$ cat config.mk
export PLATFORM = sky130hd
export DESIGN_NAME = goldbach_prime_pair_finder
export DESIGN_NICKNAME = d
export VERILOG_FILES = /design/src/rtl/gppf_pkg.sv /design/src/rtl/gppf_div.sv /design/src/rtl/gppf_dp.sv /design/src/rtl/gppf_ctrl.sv /design/src/rtl/goldbach_prime_pair_finder.sv
export SDC_FILE = /design/constraint.sdc
export NUM_CORES = 1
export LEC_CHECK = 0
export ABC_CLOCK_PERIOD_IN_PS = 3600
export BUFFER_PORTS_ARGS = -buffer_cell sky130_fd_sc_hd__buf_2
export CAP_MARGIN = 40
export CORE_MARGIN = 2
export CORE_UTILIZATION = 60
export CTS_CLUSTER_SIZE = 25
export DETAILED_ROUTE_END_ITERATION = 6
export PLACE_DENSITY = 0.81
export SETUP_SLACK_MARGIN = 0.1
export SLEW_MARGIN = 10
export SYNTH_ARGS = -nofsm -noshare
export SYNTH_HDL_FRONTEND = slang
export SYNTH_SLANG_ARGS = --single-unit
$ cat constraint.sdc
create_clock -name i_clk -period 3.6 [get_ports i_clk]
set_clock_uncertainty 0.15 [all_clocks]
set_input_delay 0.72 -clock i_clk [delete_from_list [all_inputs] [get_ports i_clk]]
set_output_delay 0.72 -clock i_clk [all_outputs]
set_load 0.05 [all_outputs]
$ cat src/rtl/gppf_pkg.sv
// Shared constants and controller/datapath interface types for the Goldbach pair finder.
package gppf_pkg;

    localparam int NUMBER_WIDTH_DEF = 16;
    localparam int FIRST_WIDTH      = 15;
    localparam int SECOND_WIDTH     = 16;

    // Commands from the controller to the datapath.
    typedef struct packed {
        logic load_n;      // capture the input number, set candidate p to two
        logic start_p;     // begin a primality test of p
        logic start_q;     // begin a primality test of number minus p
        logic div_start;   // launch one remainder computation
        logic step_d;      // advance the trial divisor and its square
        logic next_p;      // advance the candidate p
        logic load_out;    // capture the result item
        logic found;       // found flag for the captured result item
    } t_dp_cmd;

    // Status from the datapath to the controller.
    typedef struct packed {
        logic n_bad;       // number is odd or not greater than two
        logic sq_gt_v;     // trial divisor squared exceeds the tested value
        logic div_done;    // remainder is ready
        logic rem_zero;    // remainder is zero
        logic p_over;      // candidate p exceeds half the number
    } t_dp_status;

endpackage

$ cat src/rtl/gppf_div.sv
// Sequential restoring remainder unit, one quotient bit per cycle.
module gppf_div
    import gppf_pkg::*;
#(
    parameter int NUMBER_WIDTH = NUMBER_WIDTH_DEF
) (
    input  logic                    i_clk,
    input  logic                    i_rst_n,
    input  logic                    i_start,
    input  logic [NUMBER_WIDTH-1:0] i_dividend,
    input  logic [NUMBER_WIDTH-1:0] i_divisor,
    output logic                    o_done,
    output logic [NUMBER_WIDTH-1:0] o_rem
);

    localparam int CW = $clog2(NUMBER_WIDTH);
    localparam logic [CW-1:0] LAST = CW'(NUMBER_WIDTH - 1);

    logic                    r_busy;
    logic                    r_done;
    logic [CW-1:0]           r_cnt;
    logic [NUMBER_WIDTH-1:0] r_rem;
    logic [NUMBER_WIDTH-1:0] r_sh;
    logic [NUMBER_WIDTH:0]   trial;
    logic [NUMBER_WIDTH:0]   diff;

    assign trial = {r_rem, r_sh[NUMBER_WIDTH-1]};
    assign diff  = trial - {1'b0, i_divisor};

    always_ff @(posedge i_clk) begin
        if (!i_rst_n) begin
            r_busy <= 1'b0;
            r_done <= 1'b0;
            r_cnt  <= '0;
        end else begin
            r_done <= 1'b0;
            if (i_start) begin
                r_busy <= 1'b1;
                r_cnt  <= '0;
            end else if (r_busy) begin
                r_cnt <= r_cnt + 1'b1;
                if (r_cnt == LAST) begin
                    r_busy <= 1'b0;
                    r_done <= 1'b1;
                end
            end
        end
    end

    always_ff @(posedge i_clk) begin
        if (i_start) begin
            r_rem <= '0;
            r_sh  <= i_dividend;
        end else if (r_busy) begin
            r_sh <= {r_sh[NUMBER_WIDTH-2:0], 1'b0};
            if (!diff[NUMBER_WIDTH]) begin
                r_rem <= diff[NUMBER_WIDTH-1:0];
            end else begin
                r_rem <= trial[NUMBER_WIDTH-1:0];
            end
        end
    end

    assign o_done = r_done;
    assign o_rem  = r_rem;

    a_done_pulse: assert property (@(posedge i_clk) disable iff (!i_rst_n)
        r_done |=> !r_done) else $error("remainder done held longer than one cycle");
    a_start_busy: assert property (@(posedge i_clk) disable iff (!i_rst_n)
        i_start |=> r_busy && !r_done) else $error("division did not start");
    a_rem_range: assert property (@(posedge i_clk) disable iff (!i_rst_n)
        r_done && (i_divisor != '0) |-> r_rem < i_divisor)
        else $error("remainder not below divisor");

endmodule

$ cat src/rtl/gppf_dp.sv
// Datapath: number, candidate, tested value, trial divisor and its square, result registers.
module gppf_dp
    import gppf_pkg::*;
#(
    parameter int NUMBER_WIDTH = NUMBER_WIDTH_DEF
) (
    input  logic                    i_clk,
    input  logic                    i_rst_n,
    input  logic [NUMBER_WIDTH-1:0] i_number,
    input  t_dp_cmd                 i_cmd,
    output t_dp_status              o_status,
    output logic                    o_found,
    output logic [FIRST_WIDTH-1:0]  o_first_prime,
    output logic [SECOND_WIDTH-1:0] o_second_prime
);

    // The square of the divisor never passes twice the largest tested value.
    localparam int SW = NUMBER_WIDTH + 2;

    logic [NUMBER_WIDTH-1:0] r_n;
    logic [NUMBER_WIDTH-1:0] r_p;
    logic [NUMBER_WIDTH-1:0] r_v;
    logic [NUMBER_WIDTH-1:0] r_d;
    logic [SW-1:0]           r_sq;
    logic                    r_found;
    logic [FIRST_WIDTH-1:0]  r_first;
    logic [SECOND_WIDTH-1:0] r_second;

    logic [NUMBER_WIDTH-1:0] q;
    logic [NUMBER_WIDTH-1:0] rem;
    logic                    div_done;
    logic [NUMBER_WIDTH+FIRST_WIDTH-1:0]  p_ext;
    logic [NUMBER_WIDTH+SECOND_WIDTH-1:0] q_ext;

    assign q     = r_n - r_p;
    assign p_ext = {{FIRST_WIDTH{1'b0}}, r_p};
    assign q_ext = {{SECOND_WIDTH{1'b0}}, q};

    gppf_div #(.NUMBER_WIDTH(NUMBER_WIDTH)) u_div (
        .i_clk      (i_clk),
        .i_rst_n    (i_rst_n),
        .i_start    (i_cmd.div_start),
        .i_dividend (r_v),
        .i_divisor  (r_d),
        .o_done     (div_done),
        .o_rem      (rem)
    );

    always_ff @(posedge i_clk) begin
        if (i_cmd.load_n) begin
            r_n <= i_number;
            r_p <= NUMBER_WIDTH'(2);
        end
        if (i_cmd.next_p) begin
            r_p <= r_p + 1'b1;
        end
        if (i_cmd.start_p || i_cmd.start_q) begin
            r_v  <= i_cmd.start_p ? r_p : q;
            r_d  <= NUMBER_WIDTH'(2);
            r_sq <= SW'(4);
        end else if (i_cmd.step_d) begin
            // (d + 1)^2 = d^2 + 2d + 1
            r_d  <= r_d + 1'b1;
            r_sq <= r_sq + {1'b0, r_d, 1'b0} + 1'b1;
        end
        if (i_cmd.load_out) begin
            r_found  <= i_cmd.found;
            r_first  <= i_cmd.found ? p_ext[FIRST_WIDTH-1:0] : '0;
            r_second <= i_cmd.found ? q_ext[SECOND_WIDTH-1:0] : '0;
        end
    end

    assign o_status.n_bad    = r_n[0] || (r_n <= NUMBER_WIDTH'(2));
    assign o_status.sq_gt_v  = r_sq > {2'b00, r_v};
    assign o_status.div_done = div_done;
    assign o_status.rem_zero = (rem == '0);
    assign o_status.p_over   = r_p > (r_n >> 1);

    assign o_found        = r_found;
    assign o_first_prime  = r_first;
    assign o_second_prime = r_second;

endmodule

$ cat src/rtl/gppf_ctrl.sv
// Controller: sequences the candidate search, the trial divisions and the result handshake.
module gppf_ctrl
    import gppf_pkg::*;
(
    input  logic       i_clk,
    input  logic       i_rst_n,
    input  logic       i_valid,
    output logic       o_stall,
    output logic       o_valid,
    input  logic       i_stall,
    input  t_dp_status i_status,
    output t_dp_cmd    o_cmd
);

    typedef enum logic [2:0] {
        S_IDLE,
        S_CHECK_N,
        S_PRIME_CHK,
        S_DIV_WAIT,
        S_NEXT_P,
        S_FINISH
    } t_state;

    t_state r_state, n_state;
    logic   r_testing_q, n_testing_q;
    logic   r_found, n_found;
    logic   r_out_valid, n_out_valid;
    logic   out_free;

    assign out_free = !r_out_valid || !i_stall;

    always_comb begin
        n_state     = r_state;
        n_testing_q = r_testing_q;
        n_found     = r_found;
        n_out_valid = r_out_valid && i_stall;
        o_cmd       = '0;
        unique case (r_state)
            S_IDLE: begin
                if (i_valid) begin
                    o_cmd.load_n = 1'b1;
                    n_state      = S_CHECK_N;
                end
            end
            S_CHECK_N: begin
                if (i_status.n_bad) begin
                    n_found = 1'b0;
                    n_state = S_FINISH;
                end else begin
                    o_cmd.start_p = 1'b1;
                    n_testing_q   = 1'b0;
                    n_state       = S_PRIME_CHK;
                end
            end
            S_PRIME_CHK: begin
                if (i_status.sq_gt_v) begin
                    // No divisor up to the square root: the tested value is prime.
                    if (r_testing_q) begin
                        n_found = 1'b1;
                        n_state = S_FINISH;
                    end else begin
                        o_cmd.start_q = 1'b1;
                        n_testing_q   = 1'b1;
                    end
                end else begin
                    o_cmd.div_start = 1'b1;
                    n_state         = S_DIV_WAIT;
                end
            end
            S_DIV_WAIT: begin
                if (i_status.div_done) begin
                    if (i_status.rem_zero) begin
                        o_cmd.next_p = 1'b1;
                        n_state      = S_NEXT_P;
                    end else begin
                        o_cmd.step_d = 1'b1;
                        n_state      = S_PRIME_CHK;
                    end
                end
            end
            S_NEXT_P: begin
                if (i_status.p_over) begin
                    n_found = 1'b0;
                    n_state = S_FINISH;
                end else begin
                    o_cmd.start_p = 1'b1;
                    n_testing_q   = 1'b0;
                    n_state       = S_PRIME_CHK;
                end
            end
            S_FINISH: begin
                if (out_free) begin
                    o_cmd.load_out = 1'b1;
                    n_out_valid    = 1'b1;
                    n_state        = S_IDLE;
                end
            end
            default: n_state = S_IDLE;
        endcase
        o_cmd.found = r_found;
    end

    always_ff @(posedge i_clk) begin
        if (!i_rst_n) begin
            r_state     <= S_IDLE;
            r_testing_q <= 1'b0;
            r_found     <= 1'b0;
            r_out_valid <= 1'b0;
        end else begin
            r_state     <= n_state;
            r_testing_q <= n_testing_q;
            r_found     <= n_found;
            r_out_valid <= n_out_valid;
        end
    end

    assign o_stall = (r_state != S_IDLE);
    assign o_valid = r_out_valid;

    a_finish_loads: assert property (@(posedge i_clk) disable iff (!i_rst_n)
        (r_state == S_FINISH) && out_free |=> o_valid && (r_state == S_IDLE))
        else $error("finished result not presented");
    a_found_needs_q: assert property (@(posedge i_clk) disable iff (!i_rst_n)
        (r_state == S_PRIME_CHK) && (n_state == S_FINISH) |-> r_testing_q)
        else $error("pair reported before testing number minus p");
    a_wait_no_restart: assert property (@(posedge i_clk) disable iff (!i_rst_n)
        (r_state == S_DIV_WAIT) |-> !o_cmd.div_start)
        else $error("division restarted while in flight");

endmodule

$ cat src/rtl/goldbach_prime_pair_finder.sv
// Run time is data dependent: trial divisions of p and of number-p on the sequential remainder unit.
// Odd or small input goes straight to the result. One item is in work at a time; the next item
// is taken once the result sits in the output register, so the trial divisions and any output
// stall set the rate.
// Reset (synchronous, active low) returns the controller to idle and drops the output valid.
module goldbach_prime_pair_finder
    import gppf_pkg::*;
#(
    parameter int NUMBER_WIDTH = NUMBER_WIDTH_DEF
) (
    input  logic                    i_clk,
    input  logic                    i_rst_n,
    input  logic                    i_valid,
    output logic                    o_stall,
    input  logic [NUMBER_WIDTH-1:0] i_number,
    output logic                    o_valid,
    input  logic                    i_stall,
    output logic                    o_found,
    output logic [FIRST_WIDTH-1:0]  o_first_prime,
    output logic [SECOND_WIDTH-1:0] o_second_prime
);

    t_dp_cmd    cmd;
    t_dp_status status;

    gppf_ctrl u_ctrl (
        .i_clk    (i_clk),
        .i_rst_n  (i_rst_n),
        .i_valid  (i_valid),
        .o_stall  (o_stall),
        .o_valid  (o_valid),
        .i_stall  (i_stall),
        .i_status (status),
        .o_cmd    (cmd)
    );

    gppf_dp #(.NUMBER_WIDTH(NUMBER_WIDTH)) u_dp (
        .i_clk          (i_clk),
        .i_rst_n        (i_rst_n),
        .i_number       (i_number),
        .i_cmd          (cmd),
        .o_status       (status),
        .o_found        (o_found),
        .o_first_prime  (o_first_prime),
        .o_second_prime (o_second_prime)
    );

endmodule
==> qor.yml <==
run_status:
  run_status: "finished, final reports clean"
synth:
  synth.cell_area_um2: 9730
  netlist_top_cells_area: "edfxtp_1 (30%), dfxtp_1 (13%), ha_1 (10%), xnor2_1 (4.6%), nor2_1 (3.5%)"
  synth_top_area_cell: "edfxtp_1"
  synth-seq-cells: 158
  ys_seq_area_frac: 0.424
  ys.flop_type: "edfxtp_1"
  synth.avg_cell_area_um2: 9.73
  synth_edf_count: 96
  syn-num-nets: 1104
  synth_warnings: 0
  synthTopCellsByCount: "edfxtp_1 (96), nor2_1 (92), ha_1 (81), inv_1 (80), dfxtp_1 (62)"
  synth_cells: 1000
  yosysMostFrequentCell: "edfxtp_1"
  synthDominantCellAreaShare: 0.296
  synthArstFlopShare: 0
  ys_types: 72
sta:
  slew_viol_final: 0
  hold_viol_final: 0
  setup_viol: 0
  rsz0062_at_grt: "false"
  timing.hold.ws_ns: 0.308
  fin_crit_sh: 0.925
  setup_tns_ns: 0
  slew-limit-headroom: 0.545
  fmax_mhz: 300
  fin_crit_ns: 3.33
  worst_pin_slew_ns: 0.681
  finalWorstSetupSlack_ns: 0.270
detailed_routing:
  met2_length_um: 10500
  drc_errors: 0
  top_layer: "met4"
  routed_wl_um: 21500
  wl_met1_um: 9260
  antenna_left: 0
  num_vias: 7543
  vias_per_cell: 5.87
  first_pass_iters: 5
  wl_met3_um: 980
  drtIter0Drc: 542
  wl_per_cell_um: 16.7
cts:
  clk_latency_ns: 0.43
  root_buffer: "clkbuf_16"
  ctsHoldBuffers: 0
  clkTransAtPathRegs_ns: 0.07
  clk_path_buf_depth: 2
  cts_tree: "built"
  numCtsBuffers: 17
  htree_levels: 4
  cts.sinks: 158
floorplan:
  die_h_um: 131
  coreArea_um2: 15900
  start_util: 0.613
  die_x_um: 131
  die_area_um2: 17300
  rows: 46
  ioPinCount: 54
power:
  power_mw: 8.69
  p_leak_nw: 4.50
  ir_worst_vdd_v: 0.000422
  powerDensity_nw_per_um2: 798
grt:
  grt_overflow: 0
  grt_max_degree: 49
  grt_antenna_before_repair: 0
  grt_pass1_vias: 7420
  grt_use_total: 0.257
  grt_first_pass_wirelength_um: 36000
finish:
  final_cells: 1285
  fin_area_um2: 10900
  fill_cells: 1217
  final_util: 0.685
  syn2layout_area_growth_pct: 11.8
  n_antenna_cell: 0
  final_nets: 1160
  layout-drive-gt1-share: 0.136
flow_run:
  drv_cap: 0
critical_path:
  end_kind: "flip-flop"
  slowest_delay_ns: 0.55
  slowest_stage: "o311ai_4"
  path_buf_inv: 1
  crit_type: "flip-flop to flip-flop"
  worst_ep_arrival_time_ns: 3.52
  crit_fanout: 11
  required_ns: 3.79
  cp_top_family: "compound AO/OA/AOI/OAI gates"
  critPathLaunchType: "flip-flop"
  cp_cell_sequence: "ha_1, fa_1, nor2b_4, o31ai_4, a21o_1, o211ai_2, a31oi_1, o311ai_4, buf_4, mux2i_1, a211oi_1"
place:
  io_buffers: 53
  place_hpwl_um: 15300
  place_ws_ns: 0.132
  place_area_um2: 10300
  dp_cells: 1253
  place_congestion: 0.925
worst_hold_path:
  holdCritPathClass: "input pin to flip-flop"
==> per-layer routing <==
metal,vias up,GRT usage
li1,3710,-
met1,3526,0.325
met2,235,0.437
met3,72,0.0467
met4,0,0.106
met5,-,0
==> report_power, final <==
| group | internal (mW) | switching, mW | leakage, nW |
|---|---|---|---|
| sequential | 2.53 | 0.380 | 1.40 |
| clock | 1.05 | 0.802 | 0.292 |
| combinational | 1.66 | 2.26 | 2.81 |
| total | 5.24 | 3.45 | 4.50 |
==> placed cells by master (no fill, tap or decap), types with 5 or more instances in the layout <==
master	Yosys	final
buf_4	0	15
mux2_2	21	21
o21ai_0	36	35
a21boi_0	5	5
edfxtp_1	96	96
xnor2_1	51	51
mux2i_1	18	18
o21a_1	10	10
nor2b_1	14	14
clkbuf_16	0	17
nor2_1	92	92
and3_1	12	12
or3_1	9	9
or2_2	8	8
nand3_1	26	26
and2_1	33	33
nor3b_1	8	8
a31oi_1	12	12
clkinv_4	0	5
ha_1	81	81
a21oi_1	52	51
nor4_1	10	10
xor2_1	11	11
a211oi_1	19	19
buf_2	8	53
nor3_1	22	21
nand2_1	61	61
dfxtp_1	62	62
nand2b_1	15	15
nand4_1	13	13
a21o_1	25	25
inv_1	80	80
==> path summary, 6_finish.rpt <==
check                      startpoint                   end  slack [ns]  depth (start not counted)
setup reg to reg          u_dp.r_d[0]  u_dp.u_div.o_rem[12]        0.27                         11
setup / recovery          u_dp.r_d[0]  u_dp.u_div.o_rem[12]        0.27                         11
hold / removal           i_number[10]          u_dp.r_n[10]        0.31                          1
hold reg to reg   u_dp.u_div.r_cnt[3]     u_dp.u_div.o_done        0.35                          2
==> area by class of cell <==
| class | instances | area (um^2) | area share |
|---|---|---|---|
| multi-input combinational | 730 | 5180 | 0.476 |
| sequential | 158 | 4120 | 0.379 |
| clock buffer | 17 | 425 | 0.0391 |
| timing repair buffer | 69 | 398 | 0.0366 |
| inverter | 80 | 300 | 0.0276 |
| tap | 216 | 270 | 0.0248 |
| clock inverter | 15 | 181 | 0.0167 |
==> flip-flops by register name, summed over array words and instances (netlist names) <==
register,flops
u_dp.r_sq,18
u_dp.u_div.o_rem,16
u_dp.u_div.r_busy,1
u_ctrl.r_state,3
u_dp.r_n,16
u_dp.u_div.r_sh,16
u_dp.r_d,16
u_dp.r_p,16
u_dp.o_first_prime,15
u_dp.r_v,16
u_ctrl.r_testing_q,1
u_dp.u_div.r_cnt,4
u_dp.o_found,1
u_dp.o_second_prime,16
u_ctrl.r_found,1
u_dp.u_div.o_done,1
u_ctrl.o_valid,1
==> logic make-up after synthesis <==
| family | count (synthesis) | synth area share |
|---|---|---|
| AND/OR/NAND/NOR | 342 | 0.180 |
| multiplexers | 39 | 0.0428 |
| flip-flops | 158 | 0.424 |
| AO/OA/AOI/OAI | 202 | 0.139 |
| buffers and inverters | 112 | 0.0467 |
| adder cells (fa/ha/maj) | 85 | 0.111 |
| XOR/XNOR | 62 | 0.0558 |
==> repair_timing <==
action	CTS	global route
buffers inserted	0	0
resized for setup	1	0
endpoints found under the hold margin	0	0
endpoints found under the setup margin	1	0
Note: power is estimated with default switching activity, not from simulation.
